## config.mk

```make
export PLATFORM = sky130hd
export DESIGN_NAME = id_remap_allocator_with_ttl_unit
export DESIGN_NICKNAME = d
export VERILOG_FILES = /design/src/rtl/irattl_pkg.sv /design/src/rtl/irattl_slot_mem.sv /design/src/rtl/id_remap_allocator_with_ttl_unit.sv
export SDC_FILE = /design/constraint.sdc
export NUM_CORES = 1
export LEC_CHECK = 0
export BUFFER_PORTS_ARGS = -buffer_cell sky130_fd_sc_hd__buf_2
export CORE_ASPECT_RATIO = 0.6
export CORE_UTILIZATION = 62
export DETAILED_ROUTE_END_ITERATION = 10
export MAX_ROUTING_LAYER = met4
export PLACE_DENSITY_LB_ADDON = 0.05
export SETUP_SLACK_MARGIN = 0.4
export SLEW_MARGIN = 30
export SYNTH_ARGS = -nofsm -noshare
export SYNTH_HDL_FRONTEND = slang
export SYNTH_SLANG_ARGS = --single-unit
```

## constraint.sdc

```tcl
create_clock -name clk_i -period 4.3 [get_ports clk_i]
set_input_delay 0.645 -clock clk_i [delete_from_list [all_inputs] [get_ports clk_i]]
set_output_delay 0.645 -clock clk_i [all_outputs]
set_load 0.1 [all_outputs]
```

## src/rtl/irattl_pkg.sv

```systemverilog
// ----------------------------------------------------------------------------
// irattl_pkg
// Shared types and constants of the ID remap allocator with aging.
// ----------------------------------------------------------------------------
`default_nettype none

package irattl_pkg;

  // Fixed field widths
  localparam int unsigned FIELD_W    = 16;
  localparam int unsigned AGE_W      = 8;
  localparam int unsigned CNT_W      = 6;
  localparam int unsigned CFG_IDX_W  = 2;
  localparam int unsigned CFG_DATA_W = 16;

  // Parameter defaults
  localparam int unsigned POOL_SLOTS_DEF = 32;
  localparam int unsigned ID_WIDTH_DEF   = 16;

  // Register reset values
  localparam logic [AGE_W-1:0]   TTL_RST   = 8'd10;
  localparam logic [FIELD_W-1:0] BASE_RST  = 16'd0;
  localparam logic [CNT_W-1:0]   COUNT_RST = 6'd32;

  // Register indexes
  localparam logic [CFG_IDX_W-1:0] CFG_TTL   = 2'd0;
  localparam logic [CFG_IDX_W-1:0] CFG_BASE  = 2'd1;
  localparam logic [CFG_IDX_W-1:0] CFG_COUNT = 2'd2;

  typedef enum logic {
    OP_ASSIGN = 1'b0,
    OP_TICK   = 1'b1
  } op_e;

  typedef enum logic [2:0] {
    KIND_EXISTING  = 3'd0,
    KIND_NEW       = 3'd1,
    KIND_EXHAUSTED = 3'd2,
    KIND_RELEASED  = 3'd3,
    KIND_DONE      = 3'd4
  } kind_e;

  typedef enum logic [3:0] {
    ST_IDLE    = 4'b0001,
    ST_ASSIGN  = 4'b0010,
    ST_TICK    = 4'b0100,
    ST_RELEASE = 4'b1000
  } state_e;

endpackage

`default_nettype wire

```

## src/rtl/irattl_slot_mem.sv

```systemverilog
// ----------------------------------------------------------------------------
// irattl_slot_mem
// Per-slot source ID and age storage: one write and one registered read port.
// ----------------------------------------------------------------------------
`default_nettype none

module irattl_slot_mem #(
  parameter int unsigned POOL_SLOTS = irattl_pkg::POOL_SLOTS_DEF,
  parameter int unsigned SRC_W      = irattl_pkg::ID_WIDTH_DEF
) (
  input  logic                                         clk_i,
  input  logic                                         src_we_i,
  input  logic                                         age_we_i,
  input  logic [((POOL_SLOTS > 1) ? $clog2(POOL_SLOTS) : 1)-1:0] wr_addr_i,
  input  logic [SRC_W-1:0]                             wr_src_i,
  input  logic [irattl_pkg::AGE_W-1:0]                 wr_age_i,
  input  logic [((POOL_SLOTS > 1) ? $clog2(POOL_SLOTS) : 1)-1:0] rd_addr_i,
  output logic [SRC_W-1:0]                             rd_src_o,
  output logic [irattl_pkg::AGE_W-1:0]                 rd_age_o
);
  import irattl_pkg::*;

  logic [SRC_W-1:0] src_mem [POOL_SLOTS];
  logic [AGE_W-1:0] age_mem [POOL_SLOTS];

  always_ff @(posedge clk_i) begin
    if (src_we_i) begin
      src_mem[wr_addr_i] <= wr_src_i;
    end
    rd_src_o <= src_mem[rd_addr_i];
  end

  always_ff @(posedge clk_i) begin
    if (age_we_i) begin
      age_mem[wr_addr_i] <= wr_age_i;
    end
    rd_age_o <= age_mem[rd_addr_i];
  end

endmodule

`default_nettype wire

```

## src/rtl/id_remap_allocator_with_ttl_unit.sv

```systemverilog
// ----------------------------------------------------------------------------
// id_remap_allocator_with_ttl_unit
// Maps input IDs onto a compact output ID pool and releases stale mappings.
// ----------------------------------------------------------------------------
// Pulse start_i while busy_o is low to issue a request. Every request walks
// the slot memory one slot per cycle through its single read port. An assign
// request returns one result. A tick request ages every live slot that has not
// expired in one walk, then finds each expired mapping in ascending source
// order with a further walk per release, plus one closing walk that finds
// nothing; when nothing expires, the ageing walk ends with a done result.
// Each result is shown for one cycle on result_valid_o and must be taken then;
// busy_o is low again in the cycle that carries the result with last_o set.
// Write registers only while busy_o is low.
`default_nettype none

module id_remap_allocator_with_ttl_unit #(
  parameter int unsigned POOL_SLOTS = irattl_pkg::POOL_SLOTS_DEF,
  parameter int unsigned ID_WIDTH   = irattl_pkg::ID_WIDTH_DEF
) (
  input  logic                                clk_i,
  input  logic                                rst_ni,
  input  logic                                start_i,
  output logic                                busy_o,
  input  logic                                operation_i,
  input  logic [irattl_pkg::FIELD_W-1:0]      source_id_i,
  input  logic                                cfg_we_i,
  input  logic [irattl_pkg::CFG_IDX_W-1:0]    cfg_idx_i,
  input  logic [irattl_pkg::CFG_DATA_W-1:0]   cfg_data_i,
  output logic                                result_valid_o,
  output irattl_pkg::kind_e                   kind_o,
  output logic [irattl_pkg::FIELD_W-1:0]      mapped_source_o,
  output logic [irattl_pkg::FIELD_W-1:0]      mapped_output_o,
  output logic                                last_o
);
  import irattl_pkg::*;

  localparam int unsigned IdxW = (POOL_SLOTS > 1) ? $clog2(POOL_SLOTS) : 1;
  localparam int unsigned PtrW = $clog2(POOL_SLOTS + 1);
  localparam int unsigned SrcW = (ID_WIDTH < FIELD_W) ? ID_WIDTH : FIELD_W;
  localparam int unsigned CmpW = CNT_W + 1;
  localparam logic [PtrW-1:0]    PtrEnd  = PtrW'(POOL_SLOTS);
  localparam logic [FIELD_W-1:0] OidMask = FIELD_W'((64'd1 << SrcW) - 64'd1);

  state_e                 state_q, state_d;
  logic [PtrW-1:0]        ptr_q, ptr_d;
  logic                   pend_q, pend_d;
  logic [IdxW-1:0]        pidx_q, pidx_d;
  logic [SrcW-1:0]        src_q, src_d;
  logic                   hit_q, hit_d;
  logic [IdxW-1:0]        hit_idx_q, hit_idx_d;
  logic                   free_q, free_d;
  logic [IdxW-1:0]        free_idx_q, free_idx_d;
  logic                   best_q, best_d;
  logic [IdxW-1:0]        best_idx_q, best_idx_d;
  logic [SrcW-1:0]        best_src_q, best_src_d;
  logic [POOL_SLOTS-1:0]  valid_q, valid_d;
  logic [POOL_SLOTS-1:0]  exp_q, exp_d;
  logic [AGE_W-1:0]       ttl_q, ttl_d;
  logic [FIELD_W-1:0]     base_q, base_d;
  logic [CNT_W-1:0]       count_q, count_d;
  logic                   out_valid_q, out_valid_d;
  kind_e                  out_kind_q, out_kind_d;
  logic [FIELD_W-1:0]     out_src_q, out_src_d;
  logic [FIELD_W-1:0]     out_oid_q, out_oid_d;
  logic                   out_last_q, out_last_d;

  logic                   src_we, age_we;
  logic [IdxW-1:0]        wr_addr, rd_addr;
  logic [SrcW-1:0]        wr_src, rd_src;
  logic [AGE_W-1:0]       wr_age, rd_age;
  logic                   scan_done;
  logic                   in_limit;
  logic [IdxW-1:0]        oid_idx;
  logic [FIELD_W-1:0]     oid;

  irattl_slot_mem #(
    .POOL_SLOTS (POOL_SLOTS),
    .SRC_W      (SrcW)
  ) u_slot_mem (
    .clk_i     (clk_i),
    .src_we_i  (src_we),
    .age_we_i  (age_we),
    .wr_addr_i (wr_addr),
    .wr_src_i  (wr_src),
    .wr_age_i  (wr_age),
    .rd_addr_i (rd_addr),
    .rd_src_o  (rd_src),
    .rd_age_o  (rd_age)
  );

  assign rd_addr   = ptr_q[IdxW-1:0];
  assign scan_done = (ptr_q == PtrEnd) && !pend_q;
  assign in_limit  = CmpW'(pidx_q) < CmpW'(count_q);
  assign oid_idx   = (state_q == ST_RELEASE) ? best_idx_q : (hit_q ? hit_idx_q : free_idx_q);
  assign oid       = (base_q + FIELD_W'(oid_idx)) & OidMask;

  always_comb begin
    state_d     = state_q;
    ptr_d       = ptr_q;
    pend_d      = pend_q;
    pidx_d      = pidx_q;
    src_d       = src_q;
    hit_d       = hit_q;
    hit_idx_d   = hit_idx_q;
    free_d      = free_q;
    free_idx_d  = free_idx_q;
    best_d      = best_q;
    best_idx_d  = best_idx_q;
    best_src_d  = best_src_q;
    valid_d     = valid_q;
    exp_d       = exp_q;
    ttl_d       = ttl_q;
    base_d      = base_q;
    count_d     = count_q;
    out_valid_d = 1'b0;
    out_kind_d  = out_kind_q;
    out_src_d   = out_src_q;
    out_oid_d   = out_oid_q;
    out_last_d  = out_last_q;
    src_we      = 1'b0;
    age_we      = 1'b0;
    wr_addr     = pidx_q;
    wr_src      = src_q;
    wr_age      = rd_age + AGE_W'(1);

    if (cfg_we_i) begin
      unique case (cfg_idx_i)
        CFG_TTL:   ttl_d   = cfg_data_i[AGE_W-1:0];
        CFG_BASE:  base_d  = cfg_data_i[FIELD_W-1:0];
        CFG_COUNT: count_d = cfg_data_i[CNT_W-1:0];
        default:   ;
      endcase
    end

    // Advance the slot walk: issue a read, process its data in the next cycle
    if (state_q != ST_IDLE) begin
      if (ptr_q != PtrEnd) begin
        pend_d = 1'b1;
        pidx_d = ptr_q[IdxW-1:0];
        ptr_d  = ptr_q + PtrW'(1);
      end else begin
        pend_d = 1'b0;
      end
    end

    unique case (state_q)
      ST_IDLE: begin
        if (start_i) begin
          ptr_d  = '0;
          pend_d = 1'b0;
          src_d  = source_id_i[SrcW-1:0];
          hit_d  = 1'b0;
          free_d = 1'b0;
          best_d = 1'b0;
          if (operation_i == OP_TICK) begin
            exp_d   = '0;
            state_d = ST_TICK;
          end else begin
            state_d = ST_ASSIGN;
          end
        end
      end

      ST_ASSIGN: begin
        if (pend_q) begin
          if (valid_q[pidx_q] && (rd_src == src_q)) begin
            hit_d     = 1'b1;
            hit_idx_d = pidx_q;
          end
          // take the lowest free slot below the pool count
          if (!valid_q[pidx_q] && !free_q && in_limit) begin
            free_d     = 1'b1;
            free_idx_d = pidx_q;
          end
        end
        if (scan_done) begin
          state_d     = ST_IDLE;
          out_valid_d = 1'b1;
          out_last_d  = 1'b1;
          out_src_d   = FIELD_W'(src_q);
          if (hit_q) begin
            age_we     = 1'b1;
            wr_addr    = hit_idx_q;
            wr_age     = '0;
            out_kind_d = KIND_EXISTING;
            out_oid_d  = oid;
          end else if (free_q) begin
            src_we              = 1'b1;
            age_we              = 1'b1;
            wr_addr             = free_idx_q;
            wr_age              = '0;
            valid_d[free_idx_q] = 1'b1;
            out_kind_d          = KIND_NEW;
            out_oid_d           = oid;
          end else begin
            out_kind_d = KIND_EXHAUSTED;
            out_oid_d  = '0;
          end
        end
      end

      ST_TICK: begin
        if (pend_q && valid_q[pidx_q]) begin
          if (rd_age >= ttl_q) begin
            exp_d[pidx_q] = 1'b1;
          end else begin
            age_we = 1'b1;
          end
        end
        if (scan_done) begin
          if (exp_q == '0) begin
            state_d     = ST_IDLE;
            out_valid_d = 1'b1;
            out_kind_d  = KIND_DONE;
            out_src_d   = '0;
            out_oid_d   = '0;
            out_last_d  = 1'b1;
          end else begin
            state_d = ST_RELEASE;
            ptr_d   = '0;
            pend_d  = 1'b0;
            best_d  = 1'b0;
          end
        end
      end

      ST_RELEASE: begin
        // hold the smallest source among the expired slots
        if (pend_q && exp_q[pidx_q] && (!best_q || (rd_src < best_src_q))) begin
          best_d     = 1'b1;
          best_idx_d = pidx_q;
          best_src_d = rd_src;
        end
        if (scan_done) begin
          out_valid_d = 1'b1;
          if (best_q) begin
            out_kind_d          = KIND_RELEASED;
            out_src_d           = FIELD_W'(best_src_q);
            out_oid_d           = oid;
            out_last_d          = 1'b0;
            valid_d[best_idx_q] = 1'b0;
            exp_d[best_idx_q]   = 1'b0;
            ptr_d               = '0;
            pend_d              = 1'b0;
            best_d              = 1'b0;
          end else begin
            state_d    = ST_IDLE;
            out_kind_d = KIND_DONE;
            out_src_d  = '0;
            out_oid_d  = '0;
            out_last_d = 1'b1;
          end
        end
      end

      default: state_d = ST_IDLE;
    endcase
  end

  always_ff @(posedge clk_i or negedge rst_ni) begin
    if (!rst_ni) begin
      state_q     <= ST_IDLE;
      ptr_q       <= '0;
      pend_q      <= 1'b0;
      hit_q       <= 1'b0;
      free_q      <= 1'b0;
      best_q      <= 1'b0;
      valid_q     <= '0;
      exp_q       <= '0;
      ttl_q       <= TTL_RST;
      base_q      <= BASE_RST;
      count_q     <= COUNT_RST;
      out_valid_q <= 1'b0;
    end else begin
      state_q     <= state_d;
      ptr_q       <= ptr_d;
      pend_q      <= pend_d;
      hit_q       <= hit_d;
      free_q      <= free_d;
      best_q      <= best_d;
      valid_q     <= valid_d;
      exp_q       <= exp_d;
      ttl_q       <= ttl_d;
      base_q      <= base_d;
      count_q     <= count_d;
      out_valid_q <= out_valid_d;
    end
  end

  always_ff @(posedge clk_i) begin
    pidx_q     <= pidx_d;
    src_q      <= src_d;
    hit_idx_q  <= hit_idx_d;
    free_idx_q <= free_idx_d;
    best_idx_q <= best_idx_d;
    best_src_q <= best_src_d;
    out_kind_q <= out_kind_d;
    out_src_q  <= out_src_d;
    out_oid_q  <= out_oid_d;
    out_last_q <= out_last_d;
  end

  assign busy_o          = (state_q != ST_IDLE);
  assign result_valid_o  = out_valid_q;
  assign kind_o          = out_kind_q;
  assign mapped_source_o = out_src_q;
  assign mapped_output_o = out_oid_q;
  assign last_o          = out_last_q;

  // The final result of a request coincides with the return to idle
  a_last_ends_busy: assert property (@(posedge clk_i) disable iff (!rst_ni)
    result_valid_o |-> (last_o != busy_o))
    else $error("last result does not match busy state");

  // Only live mappings can be marked for release
  a_expire_valid: assert property (@(posedge clk_i) disable iff (!rst_ni)
    (exp_q & ~valid_q) == '0)
    else $error("expire mark on an empty slot");

  // No slot read is outstanding once idle
  a_idle_no_pend: assert property (@(posedge clk_i) disable iff (!rst_ni)
    pend_q |-> (state_q != ST_IDLE))
    else $error("slot read pending while idle");

endmodule

`default_nettype wire
```

==> summary.md <==
| Metric | Value |
|---|---|
| Outcome | finished clean |
| Largest net degree at the start of global routing | 109 |
| Setup WS pre-CTS | 0.913 ns |
| Worst VDD drop | 579 uV |
| IO Count | 77 |
| Die width | 330 um |
| HP Class | in -> reg |
| Hold_ws | 0.172 ns |
| Clk sink count | 989 |
| WL/cell | 30.2 um |
| TritonCTS clock tree | yes |
| Input/output buffers | 76 |
| Sequential share of the synthesized area | 0.722 |
| Synthesized net count | 2,237 |
| Crit Reg-Reg Startpoint | pidx_q[2] |
| CTS Buffer Depth | 3 |
| Crit path DAT | 3.79 ns |
| CTS clock-pin slew for the worst setup and hold paths | 0.07 ns |
| Maximum clock rate | 285 MHz |
| Die Area | 0.0656 mm2 |
| Setup bufs post-CTS | 0 |
| First drt pass iteration count | 5 |
| Setup_tns | 0 ns |
| Root Buffer | clkbuf_16 |
| Count leader, synth | edfxtp_1 |
| Slew HR | 0.311 |
| CP startpoint kind | flip-flop |
| Synth area leader | edfxtp_1 |
| Row count | 71 |
| Post-synth cell types | 65 |
| Setup-failing EPs final | 0 |
| Final Cycle Share | 0.815 |
| H-tree depth | 3 |
| Top_reg_cell synth | edfxtp_1 |
| Number of enable flip-flop cells after synthesis | 856 |
| Warnings from Yosys | 0 |
| Highest-delay cell along the critical path | o221ai_1 |
| CP Max Fanout | 9 |
| Max cap viols | 0 |
| Critical path type | reg -> reg |
| Pwr dens | 616 mW/mm2 |
| CP Launch Point | pidx_q[2] |
| PnR worst setup slack | 0.794 ns |
| Required @ worst endpoint | 4.58 ns |
| Start point of the worst hold path | source_id_i[8] |
| Vias/cell | 6.75 |
| Initial Utilization | 0.633 |
| Non-Filler Instances | 3,258 |
| Fin. Hold Viols | 0 |
| Routability congestion estimate from global placement | 0.921 |
| Area Overhead vs Synth | 13.0% |
| Post-CTS Resized | 0 |
| Synth area leaders | edfxtp_1 (64%), mux4_2 (14%), dfrtp_1 (6.6%) |
| Fill cells | 3,856 |
| Worst clock skew | 0.0306 ns |
| Starting DRC count in detailed routing | 3,217 |
| Final nets | 2,417 |
| Sequence of cells on the critical path | or3b_1 > o22ai_1 > nor3_1 > o221ai_1 > a32oi_1 > buf_4 > nor2_1 |
| DRC viols | 0 |
| CP max stage delay | 0.76 ns |
| Static Leakage | 15.1 nW |
| Crit path max-delay family | simple AND/OR/NAND/NOR gates |
| CP bufs+invs | 1 |
| Final Slew Violations | 0 |
| Yosys top cell area share | 0.642 |
| Number of global-route vias before repair | 21,100 |
| Clock Latency Late Sink | 0.67 ns |
| Routed via count | 22,000 |
| Die Height | 199 um |
| Post-synthesis cell area | 0.0400 mm2 |
| Layout cells sized above 1 | 0.287 |
| Antenna violation net count after detailed routing | 0 |
| Global Route Usage Sum | 0.318 |
| Setup crit end kind | flip-flop |
| Async SR Flop Fraction | 0.110 |
| DP HPWL | 62,800 um |
| TritonCTS Buffers | 88 |
| First-pass GRT wire length | 144,000 um |
| Worst slew pin tran | 1.03 ns |
| Placed cells | 3,090 |
| Core Region | 0.0633 mm2 |
| Avg Cell Area, Syn | 18.5 um2 |
| RSZ-0062 raised after global routing | no |
| Yosys reg bits | 989 |
| Initial antenna violation count | 3 |
| Routed WL | 98,300 um |
| GRT overflow | 0 |
| Min Tclk post-route | 3.51 ns |
| Synth cell count leaders | edfxtp_1 (856), mux4_2 (240), nor2_1 (137), o21ai_0 (107), dfrtp_1 (105) |
| Cells after synthesis | 2,162 |
==> worst register-to-register path, stage by stage, from the launching register on <==
cell and delay, ns:
edfxtp_1 0.51, or3b_1 0.44, o22ai_1 0.18, nor3_1 0.09, o221ai_1 0.76, a32oi_1 0.24
buf_4 0.24, nor2_1 0.67
==> per-layer routing <==
layer,part of all wire,global-route usage
met4,0.012,0.0560
met2,0.42,0.410
met5,0,-
met1,0.46,0.519
met3,0.11,0.0743
==> cell type report <==
cell class	count	area, um2	share of cell area
Inverter	44	165	0.00365
Clock inverter	51	644	0.0142
Timing Repair Buffer	198	1380	0.0304
Tap cell	839	1050	0.0232
Sequential cell	989	28900	0.640
Antenna cell	2	5.00	0.000111
Clock buffer	114	2420	0.0536
Multi-Input combinational cell	1021	10600	0.235
==> placed cells by master (no fill, tap or decap), types with 6 or more instances in the layout <==
cell,count
edfxtp_1,856
nand2b_1,9
mux4_2,240
or3_1,7
buf_4,116
clkinv_2,19
mux2_2,49
nand2_1,69
nor2_1,97
a21o_1,11
inv_1,43
buf_2,75
nor4_1,47
clkbuf_1,18
xor2_1,24
mux2i_1,34
o221ai_1,7
nor3_1,13
nor2_2,39
clkinv_1,8
xnor2_1,10
o22ai_1,10
nand4_1,7
a21oi_1,27
dfxtp_1,24
ha_1,35
dfrtp_1,101
a2bb2oi_1,32
bufinv_16,13
nand3_1,21
nor2b_1,8
or2_2,6
o21ai_1,28
nand3b_1,9
clkinvlp_4,6
clkbuf_16,92
o21ai_0,107
==> where the power goes <==
part / switching (mW) / internal [mW]
combinational: 4.37 / 3.01
sequential: 0.481 / 11.7
clock: 3.51 / 4.80
==> cell families (layout without fill, tap and decap cells) <==
group | after synthesis | after routing | synth area share
xor+xnor | 34 | 34 | 0.00744
simple gates | 361 | 361 | 0.0446
fa+ha+maj | 36 | 36 | 0.0114
buf+inv | 152 | 407 | 0.0151
compound gates | 267 | 267 | 0.0416
mux | 323 | 323 | 0.157
flops | 989 | 989 | 0.722
other cells | 0 | 2 | 0
==> path summary, 6_finish.rpt <==
| path | end | cells after the start | slack [ns] |
|---|---|---|---|
| max | u_slot_mem.age_mem[5][4] | 7 | 0.79 |
| min | src_q[8] | 1 | 0.17 |
| max reg2reg | u_slot_mem.age_mem[5][4] | 7 | 0.79 |
| min reg2reg | valid_q[27] | 2 | 0.51 |
| max in group asynchronous | ptr_q[0] | 3 | 3.20 |
| min in group asynchronous | result_valid_o | 2 | 0.32 |
==> repair_timing <==
| item | in CTS | in global routing |
|---|---|---|
| hold endpoints to repair | 1 | 0 |
| setup endpoints to repair | 0 | 0 |
| hold buffers | 1 | 0 |
==> flip-flops by register name (all words and copies together) (netlist names), 16 cells and up <==
name / cells
u_slot_mem.age_mem: 256
valid_q: 32
u_slot_mem.src_mem: 512
mapped_output_o: 16
u_slot_mem.rd_src_o: 16
src_q: 16
mapped_source_o: 16
base_q: 16
best_src_q: 16
exp_q: 32
==> per-stage QoR <==
stage / area (um2) / util / total power, mW
5_1_grt: 45200 / 0.715 / 28.8
4_1_cts: 45200 / 0.715 / 27.9
3_3_place_gp: 42100 / 0.666 / 19.5
3_5_place_dp: 42200 / 0.666 / 19.7
2_1_floorplan: 40000 / - / 17.0
6_report: 45200 / 0.715 / 27.8
Power figures use the tool's default switching activity.
